<file path="src/design/sbus_frame_receiver_macros.svh">
// Assertion macros for the SBUS frame receiver.
// Both forms sample on i_clk and are disabled while i_rst_n is low.
`ifndef SBUS_FRAME_RECEIVER_MACROS_SVH
`define SBUS_FRAME_RECEIVER_MACROS_SVH
`ifndef SYNTHESIS
`define SBUS_ASSERT_IMP(lbl, ante, cons) \
    lbl: assert property (@(posedge i_clk) disable iff (!i_rst_n) (ante) |-> (cons)) \
        else $error("sbus assertion failed");
`define SBUS_ASSERT_NXT(lbl, ante, cons) \
    lbl: assert property (@(posedge i_clk) disable iff (!i_rst_n) (ante) |=> (cons)) \
        else $error("sbus assertion failed");
`else
`define SBUS_ASSERT_IMP(lbl, ante, cons)
`define SBUS_ASSERT_NXT(lbl, ante, cons)
`endif
`endif

</file>
<file path="src/design/sbus_pkg.sv">
`timescale 1ns / 1ps
package sbus_pkg;

    localparam int CHANNEL_COUNT = 16;
    localparam int PAYLOAD_BYTES = 23;

    localparam int CH_W   = 4;
    localparam int RAW_W  = 11;
    localparam int NORM_W = 16;
    localparam int FLAG_W = 4;
    localparam int BYTE_W = 8;
    localparam int ADDR_W = $clog2(PAYLOAD_BYTES);
    localparam int CNT_W  = 5;
    localparam int ACC_W  = 18;

    localparam logic [BYTE_W-1:0] HEADER_BYTE = 8'h0F;
    localparam logic [BYTE_W-1:0] FOOTER_BYTE = 8'h00;
    localparam logic [ADDR_W-1:0] FLAG_ADDR   = ADDR_W'(PAYLOAD_BYTES - 1);
    localparam logic [ADDR_W-1:0] LAST_ADDR   = ADDR_W'(PAYLOAD_BYTES - 1);
    localparam logic [CH_W-1:0]   LAST_CH     = CH_W'(CHANNEL_COUNT - 1);

    localparam logic [RAW_W-1:0] SYM_CENTER = 11'd992;
    localparam logic [RAW_W-1:0] ASYM_BASE  = 11'd172;

    // floor(x * 2^k / 205) with a positive offset of 205 * 2^15 folded into the bias
    localparam int U_W        = 24;
    localparam int SYM_SHIFT  = 12;
    localparam int ASYM_SHIFT = 11;
    localparam logic [U_W-1:0] SYM_BIAS  = 24'd2654208;
    localparam logic [U_W-1:0] ASYM_BIAS = 24'd6365184;
    localparam int RECIP_W = 25;
    localparam logic [RECIP_W-1:0] RECIP = 25'd20951060;
    localparam int PROD_W = U_W + RECIP_W;
    localparam int Q_LSB  = 32;

    typedef enum logic [2:0] {
        PH_HUNT,
        PH_PAYLOAD,
        PH_FOOTER,
        PH_DISCARD,
        PH_FLAGS,
        PH_EMIT
    } t_phase;

    typedef struct packed {
        logic [CH_W-1:0]   index;
        logic [RAW_W-1:0]  raw;
        logic              sym;
        logic [FLAG_W-1:0] flags;
        logic              last;
    } t_chan;

endpackage

</file>
<file path="src/design/sbus_byte_if.sv">
`timescale 1ns / 1ps
interface sbus_byte_if;
    import sbus_pkg::*;

    logic              valid;
    logic              ready;
    logic [BYTE_W-1:0] rx_byte;

    modport source (output valid, output rx_byte, input ready);
    modport sink (input valid, input rx_byte, output ready);
endinterface

</file>
<file path="src/design/sbus_cfg_if.sv">
`timescale 1ns / 1ps
interface sbus_cfg_if;
    import sbus_pkg::*;

    logic                     valid;
    logic                     ready;
    logic [CHANNEL_COUNT-1:0] symmetric_mask;

    modport source (output valid, output symmetric_mask, input ready);
    modport sink (input valid, input symmetric_mask, output ready);
endinterface

</file>
<file path="src/design/sbus_res_if.sv">
`timescale 1ns / 1ps
interface sbus_res_if;
    import sbus_pkg::*;

    logic                     valid;
    logic                     ready;
    logic [CH_W-1:0]          channel_index;
    logic [RAW_W-1:0]         raw_value;
    logic signed [NORM_W-1:0] normalized_value;
    logic [FLAG_W-1:0]        frame_flags;
    logic                     last_channel;

    modport source (
        output valid, output channel_index, output raw_value,
        output normalized_value, output frame_flags, output last_channel,
        input ready
    );
    modport sink (
        input valid, input channel_index, input raw_value,
        input normalized_value, input frame_flags, input last_channel,
        output ready
    );
endinterface

</file>
<file path="src/design/sbus_ram.sv">
`timescale 1ns / 1ps
module sbus_ram #(
    parameter int WIDTH = 8,
    parameter int DEPTH = 23
) (
    input  logic                     i_clk,
    input  logic                     i_wr_en,
    input  logic [$clog2(DEPTH)-1:0] i_wr_addr,
    input  logic [WIDTH-1:0]         i_wr_data,
    input  logic [$clog2(DEPTH)-1:0] i_rd_addr,
    output logic [WIDTH-1:0]         o_rd_data
);

    logic [WIDTH-1:0] r_mem [DEPTH];
    logic [WIDTH-1:0] r_rd_data;

    always_ff @(posedge i_clk) begin
        if (i_wr_en) begin
            r_mem[i_wr_addr] <= i_wr_data;
        end
        r_rd_data <= r_mem[i_rd_addr];
    end

    assign o_rd_data = r_rd_data;

endmodule

</file>
<file path="src/design/sbus_ctrl.sv">
`timescale 1ns / 1ps
module sbus_ctrl (
    input  logic                              i_clk,
    input  logic                              i_rst_n,
    sbus_byte_if.sink                         i_rx,
    input  logic [sbus_pkg::CHANNEL_COUNT-1:0] i_mask,
    output sbus_pkg::t_chan                   o_chan,
    output logic                              o_chan_valid,
    input  logic                              i_chan_ready,
    output logic                              o_in_footer
);
    import sbus_pkg::*;

    t_phase              r_phase, n_phase;
    logic [ADDR_W-1:0]   r_byte_count, n_byte_count;
    logic [ACC_W-1:0]    r_acc, n_acc;
    logic [CNT_W-1:0]    r_cnt, n_cnt;
    logic [ADDR_W-1:0]   r_rd_addr, n_rd_addr;
    logic                r_rd_pend, n_rd_pend;
    logic [CH_W-1:0]     r_ch, n_ch;
    logic [FLAG_W-1:0]   r_flags, n_flags;

    logic                rx_xfer;
    logic                wr_en;
    logic [ADDR_W-1:0]   rd_addr;
    logic [BYTE_W-1:0]   rd_data;

    sbus_ram #(
        .WIDTH (BYTE_W),
        .DEPTH (PAYLOAD_BYTES)
    ) u_payload (
        .i_clk     (i_clk),
        .i_wr_en   (wr_en),
        .i_wr_addr (r_byte_count),
        .i_wr_data (i_rx.rx_byte),
        .i_rd_addr (rd_addr),
        .o_rd_data (rd_data)
    );

    assign i_rx.ready = (r_phase != PH_FLAGS) && (r_phase != PH_EMIT);
    assign rx_xfer    = i_rx.valid && i_rx.ready;

    always_ff @(posedge i_clk) begin
        if (!i_rst_n) begin
            r_phase      <= PH_HUNT;
            r_byte_count <= '0;
            r_cnt        <= '0;
            r_rd_addr    <= '0;
            r_rd_pend    <= 1'b0;
            r_ch         <= '0;
        end else begin
            r_phase      <= n_phase;
            r_byte_count <= n_byte_count;
            r_cnt        <= n_cnt;
            r_rd_addr    <= n_rd_addr;
            r_rd_pend    <= n_rd_pend;
            r_ch         <= n_ch;
        end
    end

    always_ff @(posedge i_clk) begin
        r_acc   <= n_acc;
        r_flags <= n_flags;
    end

    always_comb begin
        n_phase      = r_phase;
        n_byte_count = r_byte_count;
        n_acc        = r_acc;
        n_cnt        = r_cnt;
        n_rd_addr    = r_rd_addr;
        n_rd_pend    = r_rd_pend;
        n_ch         = r_ch;
        n_flags      = r_flags;
        wr_en        = 1'b0;
        rd_addr      = r_rd_addr;
        o_chan_valid = 1'b0;

        unique case (r_phase)
            PH_HUNT: begin
                if (rx_xfer && i_rx.rx_byte == HEADER_BYTE) begin
                    n_phase      = PH_PAYLOAD;
                    n_byte_count = '0;
                end
            end
            PH_PAYLOAD: begin
                if (rx_xfer) begin
                    wr_en = 1'b1;
                    if (r_byte_count == LAST_ADDR) begin
                        n_byte_count = '0;
                        n_phase      = PH_FOOTER;
                    end else begin
                        n_byte_count = r_byte_count + 1'b1;
                    end
                end
            end
            PH_FOOTER: begin
                if (rx_xfer) begin
                    if (i_rx.rx_byte == FOOTER_BYTE) begin
                        rd_addr = FLAG_ADDR;
                        n_phase = PH_FLAGS;
                    end else begin
                        n_phase = PH_DISCARD;
                    end
                end
            end
            PH_DISCARD: begin
                if (rx_xfer && i_rx.rx_byte == FOOTER_BYTE) begin
                    n_phase = PH_HUNT;
                end
            end
            PH_FLAGS: begin
                n_flags   = rd_data[FLAG_W-1:0];
                n_acc     = '0;
                n_cnt     = '0;
                n_rd_addr = '0;
                n_rd_pend = 1'b0;
                n_ch      = '0;
                n_phase   = PH_EMIT;
            end
            PH_EMIT: begin
                priority if (r_rd_pend) begin
                    // read data lands above the bits still held
                    n_acc     = r_acc | (ACC_W'(rd_data) << r_cnt);
                    n_cnt     = r_cnt + CNT_W'(BYTE_W);
                    n_rd_pend = 1'b0;
                end else if (r_cnt >= CNT_W'(RAW_W)) begin
                    o_chan_valid = 1'b1;
                    if (i_chan_ready) begin
                        n_acc = r_acc >> RAW_W;
                        n_cnt = r_cnt - CNT_W'(RAW_W);
                        n_ch  = r_ch + 1'b1;
                        if (r_ch == LAST_CH) begin
                            n_phase = PH_HUNT;
                        end
                    end
                end else begin
                    n_rd_addr = r_rd_addr + 1'b1;
                    n_rd_pend = 1'b1;
                end
            end
            default: begin
                n_phase = PH_HUNT;
            end
        endcase
    end

    assign o_chan.index = r_ch;
    assign o_chan.raw   = r_acc[RAW_W-1:0];
    assign o_chan.sym   = i_mask[r_ch];
    assign o_chan.flags = r_flags;
    assign o_chan.last  = (r_ch == LAST_CH);
    assign o_in_footer  = (r_phase == PH_FOOTER);

endmodule

</file>
<file path="src/design/sbus_norm.sv">
`timescale 1ns / 1ps
module sbus_norm (
    input  logic            i_clk,
    input  logic            i_rst_n,
    input  sbus_pkg::t_chan i_chan,
    input  logic            i_chan_valid,
    output logic            o_chan_ready,
    sbus_res_if.source      o_res
);
    import sbus_pkg::*;

    logic               en;
    logic [U_W-1:0]     u_in;
    logic [NORM_W-1:0]  q;

    logic               r_s1_valid;
    t_chan              r_s1_chan;
    logic [U_W-1:0]     r_s1_u;
    logic               r_s2_valid;
    t_chan              r_s2_chan;
    logic [PROD_W-1:0]  r_s2_prod;
    logic               r_out_valid;
    t_chan              r_out_chan;
    logic [NORM_W-1:0]  r_out_norm;

    assign en           = !r_out_valid || o_res.ready;
    assign o_chan_ready = en;

    // offset numerator, always positive
    assign u_in = i_chan.sym ? (U_W'(i_chan.raw) << SYM_SHIFT) + SYM_BIAS
                             : (U_W'(i_chan.raw) << ASYM_SHIFT) + ASYM_BIAS;

    // quotient stays below 2^16, so removing the offset is a sign-bit flip
    assign q = r_s2_prod[Q_LSB +: NORM_W];

    always_ff @(posedge i_clk) begin
        if (!i_rst_n) begin
            r_s1_valid  <= 1'b0;
            r_s2_valid  <= 1'b0;
            r_out_valid <= 1'b0;
        end else if (en) begin
            r_s1_valid  <= i_chan_valid;
            r_s2_valid  <= r_s1_valid;
            r_out_valid <= r_s2_valid;
        end
    end

    always_ff @(posedge i_clk) begin
        if (en) begin
            r_s1_chan  <= i_chan;
            r_s1_u     <= u_in;
            r_s2_chan  <= r_s1_chan;
            r_s2_prod  <= PROD_W'(r_s1_u) * PROD_W'(RECIP);
            r_out_chan <= r_s2_chan;
            r_out_norm <= {~q[NORM_W-1], q[NORM_W-2:0]};
        end
    end

    assign o_res.valid            = r_out_valid;
    assign o_res.channel_index    = r_out_chan.index;
    assign o_res.raw_value        = r_out_chan.raw;
    assign o_res.normalized_value = $signed(r_out_norm);
    assign o_res.frame_flags      = r_out_chan.flags;
    assign o_res.last_channel     = r_out_chan.last;

endmodule

</file>
<file path="src/design/sbus_frame_receiver.sv">
// channel  | dir | handshake     | payload
// i_rx     | in  | valid / ready | rx_byte
// i_cfg    | in  | valid / ready | symmetric_mask (always ready)
// o_res    | out | valid / ready | channel_index, raw_value, normalized_value,
//          |     |               | frame_flags, last_channel
// Input bytes are accepted whenever valid while framing. After a good footer, input
// stays blocked while the single read port of the payload RAM is walked (flag byte,
// then 22 payload bytes, with each channel emitted once 11 bits are held).
// Results leave through a three-stage normalize pipeline whose last stage is the output register.
// Sync reset clears framing and pipeline valids; payload RAM is not cleared.
// A stalled output freezes the pipeline and holds the channel unpacker at its next channel emit.
`timescale 1ns / 1ps
`include "sbus_frame_receiver_macros.svh"
module sbus_frame_receiver (
    input  logic       i_clk,
    input  logic       i_rst_n,
    sbus_byte_if.sink  i_rx,
    sbus_cfg_if.sink   i_cfg,
    sbus_res_if.source o_res
);
    import sbus_pkg::*;

    logic [CHANNEL_COUNT-1:0] r_mask;
    logic [CH_W-1:0]          r_exp_idx;
    t_chan                    chan;
    logic                     chan_valid;
    logic                     chan_ready;
    logic                     in_footer;

    assign i_cfg.ready = 1'b1;

    always_ff @(posedge i_clk) begin
        if (!i_rst_n) begin
            r_mask    <= '0;
            r_exp_idx <= '0;
        end else begin
            if (i_cfg.valid && i_cfg.ready) begin
                r_mask <= i_cfg.symmetric_mask;
            end
            if (o_res.valid && o_res.ready) begin
                r_exp_idx <= r_exp_idx + 1'b1;
            end
        end
    end

    sbus_ctrl u_ctrl (
        .i_clk        (i_clk),
        .i_rst_n      (i_rst_n),
        .i_rx         (i_rx),
        .i_mask       (r_mask),
        .o_chan       (chan),
        .o_chan_valid (chan_valid),
        .i_chan_ready (chan_ready),
        .o_in_footer  (in_footer)
    );

    sbus_norm u_norm (
        .i_clk        (i_clk),
        .i_rst_n      (i_rst_n),
        .i_chan       (chan),
        .i_chan_valid (chan_valid),
        .o_chan_ready (chan_ready),
        .o_res        (o_res)
    );

    `SBUS_ASSERT_IMP(a_chan_order, o_res.valid, o_res.channel_index == r_exp_idx)
    `SBUS_ASSERT_IMP(a_sym_sign, o_res.valid && r_mask[o_res.channel_index], o_res.normalized_value[NORM_W-1] == (o_res.raw_value < SYM_CENTER))
    `SBUS_ASSERT_IMP(a_asym_sign, o_res.valid && !r_mask[o_res.channel_index], o_res.normalized_value[NORM_W-1] == (o_res.raw_value < ASYM_BASE))
    `SBUS_ASSERT_NXT(a_footer_blocks, i_rx.valid && i_rx.ready && in_footer && i_rx.rx_byte == FOOTER_BYTE, !i_rx.ready)

endmodule
</file>
<file path="src/flat_wrapper.sv">
// flat-port wrapper written by rule: the top's interface ports become plain ports
module sbus_frame_receiver_flat import sbus_pkg::*;
  (i_clk, i_rst_n, i_rx_valid, i_rx_rx_byte, i_rx_ready, i_cfg_valid, i_cfg_symmetric_mask, i_cfg_ready, o_res_valid, o_res_channel_index, o_res_raw_value, o_res_normalized_value, o_res_frame_flags, o_res_last_channel, o_res_ready);
  sbus_byte_if i_rx_i ();
  sbus_cfg_if i_cfg_i ();
  sbus_res_if o_res_i ();
  input  logic i_clk;
  input  logic i_rst_n;
  input wire logic [$bits(i_rx_i.valid)-1:0] i_rx_valid;
  input wire logic [$bits(i_rx_i.rx_byte)-1:0] i_rx_rx_byte;
  output wire logic [$bits(i_rx_i.ready)-1:0] i_rx_ready;
  input wire logic [$bits(i_cfg_i.valid)-1:0] i_cfg_valid;
  input wire logic [$bits(i_cfg_i.symmetric_mask)-1:0] i_cfg_symmetric_mask;
  output wire logic [$bits(i_cfg_i.ready)-1:0] i_cfg_ready;
  output wire logic [$bits(o_res_i.valid)-1:0] o_res_valid;
  output wire logic [$bits(o_res_i.channel_index)-1:0] o_res_channel_index;
  output wire logic [$bits(o_res_i.raw_value)-1:0] o_res_raw_value;
  output wire logic [$bits(o_res_i.normalized_value)-1:0] o_res_normalized_value;
  output wire logic [$bits(o_res_i.frame_flags)-1:0] o_res_frame_flags;
  output wire logic [$bits(o_res_i.last_channel)-1:0] o_res_last_channel;
  input wire logic [$bits(o_res_i.ready)-1:0] o_res_ready;
  assign i_rx_i.valid = i_rx_valid;
  assign i_rx_i.rx_byte = i_rx_rx_byte;
  assign i_rx_ready = i_rx_i.ready;
  assign i_cfg_i.valid = i_cfg_valid;
  assign i_cfg_i.symmetric_mask = i_cfg_symmetric_mask;
  assign i_cfg_ready = i_cfg_i.ready;
  assign o_res_valid = o_res_i.valid;
  assign o_res_channel_index = o_res_i.channel_index;
  assign o_res_raw_value = o_res_i.raw_value;
  assign o_res_normalized_value = o_res_i.normalized_value;
  assign o_res_frame_flags = o_res_i.frame_flags;
  assign o_res_last_channel = o_res_i.last_channel;
  assign o_res_i.ready = o_res_ready;
  sbus_frame_receiver u_core (.i_clk(i_clk), .i_rst_n(i_rst_n), .i_rx(i_rx_i), .i_cfg(i_cfg_i), .o_res(o_res_i));
endmodule
</file>
<file path="config.mk">
export PLATFORM = sky130hd
export DESIGN_NAME = sbus_frame_receiver_flat
export DESIGN_NICKNAME = d
export VERILOG_FILES = /design/src/design/sbus_pkg.sv /design/src/design/sbus_byte_if.sv /design/src/design/sbus_cfg_if.sv /design/src/design/sbus_res_if.sv /design/src/design/sbus_ram.sv /design/src/design/sbus_ctrl.sv /design/src/design/sbus_norm.sv /design/src/design/sbus_frame_receiver.sv /design/src/flat_wrapper.sv
export VERILOG_INCLUDE_DIRS = /design/src /design/src/design
export SDC_FILE = /design/constraint.sdc
export NUM_CORES = 1
export LEC_CHECK = 0
export BUFFER_PORTS_ARGS = -buffer_cell sky130_fd_sc_hd__buf_2
export CAP_MARGIN = 40
export CORE_ASPECT_RATIO = 1.25
export CORE_MARGIN = 5
export CORE_UTILIZATION = 56
export CTS_CLUSTER_SIZE = 25
export DETAILED_ROUTE_END_ITERATION = 10
export PLACE_DENSITY = 0.83
export SKIP_LAST_GASP = 1
export SLEW_MARGIN = 30
export SYNTH_ARGS = -nofsm -noshare
export SYNTH_HDL_FRONTEND = slang
export SYNTH_SLANG_ARGS = --single-unit
</file>
<file path="constraint.sdc">
create_clock -name i_clk -period 6.3 [get_ports i_clk]
set_input_delay 0.63 -clock i_clk [delete_from_list [all_inputs] [get_ports i_clk]]
set_output_delay 0.63 -clock i_clk [all_outputs]
set_load 0.01 [all_outputs]
</file>
======== Word-level counts from Yosys, hierarchy flattened ========
Memory sizes are Yosys's and may differ from the RTL's. A register that Yosys moved wholly into a read port is not among the register bits.
Cells that the tools add are included.
word-level totals
  word-level logic and storage cells ...... 124
  flip-flop bits (word level) ............. 210
  bits in writable memories ............... 184
  memories ................................ 1
  output and inout bits ................... 39
  bits of input ports ..................... 29
memory list
  memory                         words  bits a word  rd ports  clocked after memory_dff  wr ports  line            RTL
  u_core.u_ctrl.u_payload.r_mem  23     8            1         1                         1         sbus_ram.sv:14  logic [WIDTH-1:0] r_mem [DEPTH];
cells by class
  $mul .................................... 1
  reduce and logical (&&, ||, !) cells .... 15
  mux-type cells .......................... 46
  equality and inequality tests ........... 22
  add/sub/neg operators ................... 7
  order comparisons ....................... 2
  bitwise logic cells ..................... 2
  shift-type cells ........................ 1
operator list
  kind                                                  count
  two-way mux 5 bit                                     11
  two-way mux 18 bit                                    3
  multiplier 24 x 23 -> 46 bit (second input constant)  1
  one-hot mux 18 bit (2 select lines)                   1
  two-way mux 3 bit                                     10
  one-hot mux 5 bit (2 select lines)                    3
  adder 22 x 23 -> 24 bit (second input constant)       1
  adder 23 x 22 -> 24 bit (second input constant)       1
  two-way mux 24 bit                                    1
  != test 2 bit (second input constant)                 9
  OR 18 bit                                             1
  one-hot mux 3 bit (6 select lines)                    1
  << shifter 8 x 5 -> 18 bit                            1
  two-way mux 4 bit                                     3
  adder 5 x 1 -> 5 bit (second input constant)          2
  two-way mux 1 bit                                     10
  != test 3 bit (second input constant)                 3
  AND reduction 3 bit                                   3
  AND reduction 9 bit                                   1
  equality test 8 x 4 -> 1 bit (second input constant)  1
  zero test 8 bit                                       1
  one-hot mux 4 bit (2 select lines)                    1
  equality test 3 x 2 -> 1 bit (second input constant)  2
  equality test 3 bit (second input constant)           2
  other kinds (19)                                      23

======== Depth between registers and ports, before layout ========
Gate-level depths: netlist (run 1).
  word-level depth ........................ 7
  gate-level depth with buffers ........... 21
  depth with buffers taken out ............ 21

======== Modules after synthesis ========
A second synthesis (run 1) with hierarchy kept.
second synthesis, totals
  cell total of the unflattened synthesis .. 1517
  area total of the unflattened synthesis .. 19650.1 µm²
modules (own cells, without submodules)
  module               area each (µm²)  seq. area each (µm²)  instances  cells each
  sbus_norm            8640.8           3213.1                1          729
  sbus_ram             7462.2           5685.5                1          419
  sbus_ctrl            2920.3           1121.1                1          316
  sbus_frame_receiver  626.9            320.3                 1          53

======== Worst setup path after synthesis (run 1) ========
No wires, ideal clock.
  path kind ............................... register -> register
  from .................................... register u_core.u_norm.r_s1_u[19]
  to ...................................... register u_core.u_norm.r_s2_prod[46] (data pin)
  period minus slack after synthesis ...... 5.815 ns
  setup time .............................. 0.258 ns
  stages on the path, launching flop included .. 19
  setup slack ............................. 0.485 ns
  path buffers ............................ 0
  arrival time ............................ 5.558 ns
  required time ........................... 6.042 ns
  cells stage by stage .................... edfxtp_1 fa_1 fa_1 fa_1 fa_1 inv_1 fa_1 inv_1 ha_1 ha_1 ha_1 a21o_1 a21o_1 a21oi_1 nor3b_1 a211oi_1 or3_1 a21oi_1 xnor2_1
on the way
  longest elaborated chain between the ends .. 1
RTL lines
  element                       line             RTL
  start: declaration            sbus_norm.sv:18  logic [U_W-1:0] r_s1_u;
  start signal: assignment      sbus_norm.sv:51  r_s1_u <= u_in;
  multiplier 24 x 23 -> 46 bit  sbus_norm.sv:53  r_s2_prod <= PROD_W'(r_s1_u) * PROD_W'(RECIP);
  end signal: assignment        sbus_norm.sv:53
  end: declaration              sbus_norm.sv:21  logic [PROD_W-1:0] r_s2_prod;
Every way passes these cells.
A chain may end at the register's enable or synchronous reset.

======== Worst setup path after layout (run 1) ========
  from .................................... register u_core.u_norm.r_s1_u[20]
  to ...................................... register u_core.u_norm.r_s2_prod[46] (data pin)
The elaborated chain is that of the path after synthesis.

==> results of run 1 <==
[what timing repair did]
action                                  in CTS  in global routing
endpoints found under the setup margin       0                  3
buffers inserted                             0                  6
resized for setup                            0                  3
[final cells by class]
| class | instances | area, um2 | area share (%) |
|---|---|---|---|
| sequential | 361 | 10340 | 48.91 |
| multi-input combinational | 910 | 7923 | 37.47 |
| clock buffer | 44 | 952.2 | 4.503 |
| inverter | 161 | 606.8 | 2.870 |
| tap | 423 | 529.3 | 2.503 |
| timing repair buffer | 90 | 526.8 | 2.491 |
| clock inverter | 21 | 264.0 | 1.249 |
[report_power, final]
part | switching (uW) | internal [uW] | total, uW
Combinational | 910 | 705 | 1620
Sequential | 54.9 | 2810 | 2860
Clock | 900 | 1300 | 2200
Total | 1870 | 4810 | 6680
[flip-flops by register name, summed over array words and instances (netlist names)]
name,count
u_core.u_norm.o_res.frame_flags,4
u_core.r_mask,16
u_core.u_ctrl.r_byte_count,5
u_core.u_ctrl.r_rd_addr,5
u_core.u_ctrl.r_phase,3
u_core.u_ctrl.r_cnt,5
u_core.u_ctrl.r_flags,4
u_core.u_ctrl.u_payload.r_mem,184
u_core.u_norm.r_s1_chan,20
u_core.u_norm.r_s1_u,13
u_core.u_ctrl.r_rd_pend,1
u_core.u_norm.o_res.normalized_value,16
u_core.u_norm.o_res.valid,1
u_core.u_ctrl.r_acc,18
u_core.u_norm.o_res.raw_value,11
u_core.u_norm.o_res.channel_index,4
u_core.u_norm.o_res.last_channel,1
u_core.u_ctrl.r_ch,4
u_core.u_ctrl.u_payload.o_rd_data,8
u_core.u_norm.r_s2_valid,1
u_core.u_norm.r_s2_prod,16
u_core.u_norm.r_s2_chan,20
u_core.u_norm.r_s1_valid,1
[cells in the final DEF, fill, tap and decap left out, types with 6 or more instances in the layout]
cell       instances
ha_1             158
a31oi_1            6
a21o_1            13
a21boi_0          20
mux2_2            14
clkbuf_1           7
nand2_1           66
buf_4             20
nor3_1            16
a211oi_1          19
inv_1            157
xor2_1            19
o21ai_0           65
a22oi_1           10
or2_2              8
nor2_1           111
o32ai_1           16
mux2i_1           70
fa_1              72
nand4_1           14
a21oi_1           58
dfxtp_1           49
edfxtp_1         311
mux4_2            13
clkbuf_16         37
nor2b_1           28
o21ai_1            8
xnor2_1           21
buf_2             66
nand3_1           19
[routing by layer]
metal	vias up	wire length [um]	GRT usage, %
met5	-	0	0
met4	0	2195	10.74
met3	134	1586	2.649
met2	372	20750	38.04
met1	5662	14270	23.20
li1	5491	-	-
[per-stage QoR]
stage               setup WS [ns]  cells
finish                     0.2376   2010
global route             -0.03418   2010
CTS                        0.1039   2003
detailed placement         0.1449   1938
global placement           0.2625   1935
floorplan                  0.4846   1490
[worst paths after layout]
kind	slack (ns)	endpoint	cells past startpoint	from
setup / recovery	0.24	u_core.u_norm.r_s2_prod[46]	19	u_core.u_norm.r_s1_u[20]
hold / removal	0.36	u_core.r_mask[8]	3	i_cfg_symmetric_mask[8]
setup reg to reg	0.24	u_core.u_norm.r_s2_prod[46]	19	u_core.u_norm.r_s1_u[20]
hold reg to reg	0.41	u_core.u_norm.o_res.raw_value[1]	0	u_core.u_norm.r_s2_chan[7]
[worst register-to-register path: cells and delay by family, from the launching register on]
kind	cells	cell delay, ns
AOI/OAI and AO/OA	5	0.83
adders and majority gates	8	3.48
and+or+nand+nor	2	0.62
DFF	1	0.51
xor gates and xnor gates	1	0.08
buffers and inverters	3	0.29
[logic make-up after synthesis]
group | Yosys count
xor gates and xnor gates | 40
other | 1
and+or+nand+nor | 301
buffers and inverters | 219
DFF | 361
adders and majority gates | 230
AOI/OAI and AO/OA | 241
muxes | 97
==> impl_metrics.json, run 1 <==
{
  "grt.total_usage_pct": 20.62,
  "core_um2": 33690,
  "critPathMaxFanout": 6,
  "power_density_nw_per_um2": 315.7,
  "ys_seq_elements": 361,
  "die_area_um2": 37970,
  "crit_slowest_cell": "fa_1",
  "synth.most_common_cell": "edfxtp_1",
  "layout.nets": 1819,
  "die_x_um": 175.3,
  "rows": 75,
  "drive_gt1_share_pct": 12.29,
  "critPathLaunchType": "register",
  "period_minus_slack_ns": 6.062,
  "ys_seq_area_share_pct": 54.07,
  "path_class": "reg -> reg",
  "gp_congestion": 0.9287,
  "synth_mux_area_share_pct": 6.020,
  "cpMostUsedCell": "fa_1",
  "ys_async_sr_fraction_pct": 0,
  "yosysUniqueCellTypes": 63,
  "diodes": 0,
  "min_path_type": "in -> reg",
  "h-tree-depth": 2,
  "slew_violations": 0,
  "leakagePower_uw": 0.008667,
  "fp.dieH_um": 216.6,
  "routedWlPerCell_um": 19.31,
  "synth_edf_count": 311,
  "worst_pin_slew_ns": 0.8146,
  "synth_top_family_by_area": "adder cells",
  "synthCells": 1490,
  "hold_ws_ns": 0.3640,
  "ios": 68,
  "crit_family": "adder cells",
  "area_growth_pct": 10.57,
  "max_freq_ghz": 0.1650,
  "period_share_pct": 96.23,
  "synth_fp_nets": 1749,
  "path_clk_slew_ns": 0.06,
  "finalPower_uw": 6675,
  "setup_viol": 0,
  "start_util_pct": 56.76,
  "final_cell_area_um2": 21140,
  "maxCapViolCount": 0,
  "vias": 11660,
  "status": "completed",
  "end_kind": "register",
  "grt_pass1_vias": 11990,
  "finalSetupTns_ns": 0,
  "synth_top_area_share_pct": 48.84,
  "critPathBufInv": 3,
  "yosysWarnings": 0,
  "cts_made_buffers": 36,
  "clockBufferDepth": 3,
  "synth_fa_ha_area_share_pct": 17.88,
  "grt_pass1_wl_um": 62380,
  "grt_max_degree": 61,
  "fill_cells": 2450,
  "yosys-top-cells-area": "edfxtp_1 (49%), ha_1 (10%), fa_1 (7.5%)",
  "drt_wl_total_um": 38800,
  "synth_area_per_cell_um2": 12.83,
  "drt_first_pass_iters": 5,
  "drc": 0,
  "cts_tree": "yes",
  "fin_skew_ns": 0.02079,
  "drtAntennaViolNets": 0,
  "synth_area_um2": 19120,
  "dpl_cell_area_um2": 19870,
  "crit_path_cell_trace": "buf_4 -> fa_1 -> fa_1 -> fa_1 -> fa_1 -> inv_1 -> fa_1 -> inv_1 -> ha_1 -> ha_1 -> ha_1 -> a21o_1 -> a21o_1 -> a21oi_1 -> nor3b_2 -> a211oi_1 -> or3_1 -> a21oi_1 -> xnor2_1",
  "viasPerCell": 5.800,
  "grt_overflow": 0,
  "synth-compound-area-share_pct": 7.924,
  "antenna_found_initial": 0,
  "yosys-top-cells-count": "edfxtp_1 (311), inv_1 (160), ha_1 (158), nor2_1 (112), fa_1 (72)",
  "clk_latency_ns": 0.53,
  "clock_sinks": 361,
  "crit_path_max_incr_delay_ns": 0.54,
  "yosys.area_share.xor_xnor_pct": 1.832,
  "ir_worst_vdd_uv": 273.9,
  "max_slew_margin_pct": 45.49,
  "critPathArrivalTime_ns": 6.34,
  "synthSimpleGateAreaFrac_pct": 7.688,
  "final_hold_viol_count": 0,
  "synthFlopType": "edfxtp_1",
  "cts-root-buf": "clkbuf_16",
  "dp_hpwl_um": 27660,
  "hold_buffers": 0,
  "synth_top_cell_by_area": "edfxtp_1",
  "required_ns": 6.58,
  "io_buffers": 66,
  "utilization_pct": 62.76,
  "drt_iter0_markers": 921
}
(Power assumes the default switching activity.)
==> run 2: changes to the inputs <==
--- a/config.mk
+++ b/config.mk
@@ -6,7 +6,7 @@
 export SDC_FILE = /design/constraint.sdc
 export NUM_CORES = 1
 export LEC_CHECK = 0
-export BUFFER_PORTS_ARGS = -buffer_cell sky130_fd_sc_hd__buf_2
+export BUFFER_PORTS_ARGS = -buffer_cell sky130_fd_sc_hd__buf_4
 export CAP_MARGIN = 40
 export CORE_ASPECT_RATIO = 1.25
 export CORE_MARGIN = 5
@@ -14,6 +14,7 @@
 export CTS_CLUSTER_SIZE = 25
 export DETAILED_ROUTE_END_ITERATION = 10
 export PLACE_DENSITY = 0.83
+export RECOVER_POWER = 50
 export SKIP_LAST_GASP = 1
 export SLEW_MARGIN = 30
 export SYNTH_ARGS = -nofsm -noshare
==> impl_metrics.json, run 2 (same netlist as run 1, synthesis figures left out) <==
{
  "vias": 11850,
  "drtAntennaViolNets": 0,
  "r2r_cells": 20,
  "maxCapViolCount": 1,
  "most-common-layout-cells": "edfxtp_1 (311), inv_1 (157), ha_1 (156)",
  "grt_pass1_wl_um": 64500,
  "max_slew_margin_pct": -43.19,
  "finalSetupTns_ns": 0,
  "final_hold_viol_count": 0,
  "top_register": "u_core.u_ctrl.u_payload.r_mem",
  "p_int_uw": 4820,
  "slew_violations": 54,
  "grt_setup_unrepaired": "no",
  "clkPwrFrac_pct": 31.8,
  "h-tree-depth": 2,
  "cts_made_buffers": 36,
  "crit_path_cell_trace": "inv_1 -> fa_2 -> fa_1 -> inv_1 -> fa_1 -> fa_1 -> inv_1 -> fa_1 -> inv_1 -> ha_1 -> ha_1 -> ha_4 -> nand4_1 -> nor3_1 -> a32oi_1 -> o31a_1 -> a211oi_2 -> or3_1 -> a21oi_2 -> xnor2_1",
  "power_density_nw_per_um2": 319.6,
  "grt.total_usage_pct": 21.34,
  "dp.cells": 1938,
  "routedWlPerCell_um": 20.03,
  "mostFrequentLayoutCell": "edfxtp_1",
  "stdcell_count": 2013,
  "fp.dieH_um": 216.6,
  "crit_slowest_cell": "edfxtp_1",
  "switchingPower_uw": 1968,
  "period_minus_slack_ns": 6.026,
  "p_sw_share_pct": 28.99,
  "start_util_pct": 56.76,
  "antenna_found_initial": 0,
  "drt_iter0_markers": 984,
  "min_path_type": "in -> reg",
  "path_clk_slew_ns": 0.07,
  "grt_util_met3_pct": 3.224,
  "critPathLaunchType": "register",
  "grt_overflow": 0,
  "area_growth_pct": 11.06,
  "pwr-share-seq_pct": 42.2,
  "cts-root-buf": "clkbuf_16",
  "dp_hpwl_um": 28460,
  "fin_skew_ns": 0.02697,
  "crit_family": "adder cells",
  "leakagePower_uw": 0.008600,
  "critPathCapture": "u_core.u_norm.r_s2_prod[46]",
  "crit_path_max_incr_delay_ns": 0.59,
  "cp-startpoint": "u_core.u_norm.r_s1_u[20]",
  "reg_top3": "u_core.u_ctrl.u_payload.r_mem: 184 flops, u_core.u_norm.r_s1_chan: 20 flops, u_core.u_norm.r_s2_chan: 20 flops",
  "viasPerCell": 5.886,
  "reg2reg_to": "u_core.u_norm.r_s2_prod[46]",
  "path_class": "reg -> reg",
  "largest_reg_flops": 184,
  "gp_congestion": 0.9534,
  "clk_latency_ns": 0.56,
  "drt_wl_total_um": 40320,
  "use_met2_pct": 40.00,
  "clock_sinks": 361,
  "drc": 0,
  "clockBufferDepth": 3,
  "status": "finished with violations",
  "die_x_um": 175.3,
  "r2r-start": "u_core.u_norm.r_s1_u[20]",
  "cts_tree": "yes",
  "grt_pass1_vias": 12390,
  "max_freq_ghz": 0.1659,
  "diodes": 0,
  "grt_max_degree": 56,
  "end_kind": "register",
  "drive_gt1_share_pct": 10.94,
  "ios": 68,
  "pwr-share-comb_pct": 26.0,
  "violations": "max-capacitance violations, max-slew violations",
  "io_buffers": 66,
  "rows": 75,
  "critPathMaxFanout": 8,
  "required_ns": 6.60,
  "core_um2": 33690,
  "busiest_layer": "met2",
  "layout.nets": 1822,
  "setup_viol": 0,
  "drt_first_pass_iters": 8,
  "critical_path_depth": 20,
  "ir_worst_vdd_uv": 277.9,
  "worst_pin_slew_ns": 2.136,
  "die_area_um2": 37970,
  "critPathArrivalTime_ns": 6.32,
  "period_share_pct": 95.65,
  "grt.met1_usage_pct": 23.64,
  "rrSetupSlack_ns": 0.27,
  "critPathBufInv": 4
}
-- run 2: repair_timing --
action,in CTS,in global routing
buffers inserted,0,4
gates resized for setup,0,11
hold buffers,0,0
setup endpoints to repair,0,3
-- run 2: power groups by stage --
| stage | clock [uW] | combinational (uW) | sequential, uW |
|---|---|---|---|
| finish | 2160 | 1760 | 2870 |
| global route | 2300 | 2020 | 2880 |
| CTS | 2190 | 1680 | 2870 |
| detailed placement | 0 | 1650 | 2920 |
| global placement | 0 | 1580 | 2910 |
| floorplan | 0 | 1200 | 2920 |
-- run 2: layout make-up --
type,count,area [um2]
Timing Repair Buffer,93,591.8
Inverter,161,605.6
Multi-Input combinational cell,910,7971
Clock buffer,45,954.7
Fill cell,2434,12450
Sequential cell,361,10340
Clock inverter,20,244.0
Tap cell,423,529.3
-- run 2: stage by stage --
stage          power, uW  setup WS (ns)  util (%)  cell area [um2]  hold WS, ns
5_1_grt             7197       0.006823     63.04            21240       0.3347
2_1_floorplan       4120         0.4846         -            19120       0.4003
3_3_place_gp        4486         0.2501     59.38            20000       0.4001
3_5_place_dp        4570         0.1108     59.42            20020       0.4045
6_report            6787         0.2739     63.04            21240       0.3427
4_1_cts             6744        0.08394     62.98            21220       0.3269
-- run 2: worst min-delay path by stage --
stage                                           start                              endpoint  slack (ns)  depth (start not counted)
after global routing          i_cfg_symmetric_mask[2]                      u_core.r_mask[2]        0.33                          3
after global placement     u_core.u_norm.r_s1_chan[1]            u_core.u_norm.r_s2_chan[1]        0.40                          0
after detailed placement  u_core.u_norm.r_s2_chan[10]      u_core.u_norm.o_res.raw_value[4]        0.40                          0
after CTS                     i_cfg_symmetric_mask[2]                      u_core.r_mask[2]        0.33                          3
after floorplan           u_core.u_norm.r_s2_chan[17]  u_core.u_norm.o_res.channel_index[0]        0.40                          0
final                         i_cfg_symmetric_mask[2]                      u_core.r_mask[2]        0.34                          3
-- run 2: per-layer routing --
metal	wire length (um)	vias to the layer above
met4	1820	0
li1	-	5506
met3	1807	122
met5	0	-
met2	22050	402
met1	14640	5818
-- run 2: worst reg2reg max path, stage by stage, from the launching register on --
cell and delay, ns:
edfxtp_1 0.59, inv_1 0.15, fa_2 0.50, fa_1 0.54, inv_1 0.05, fa_1 0.46, fa_1 0.54, inv_1 0.05
fa_1 0.53, inv_1 0.04, ha_1 0.29, ha_1 0.34, ha_4 0.28, nand4_1 0.14, nor3_1 0.07, a32oi_1 0.19
o31a_1 0.27, a211oi_2 0.11, or3_1 0.41, a21oi_2 0.16, xnor2_1 0.07
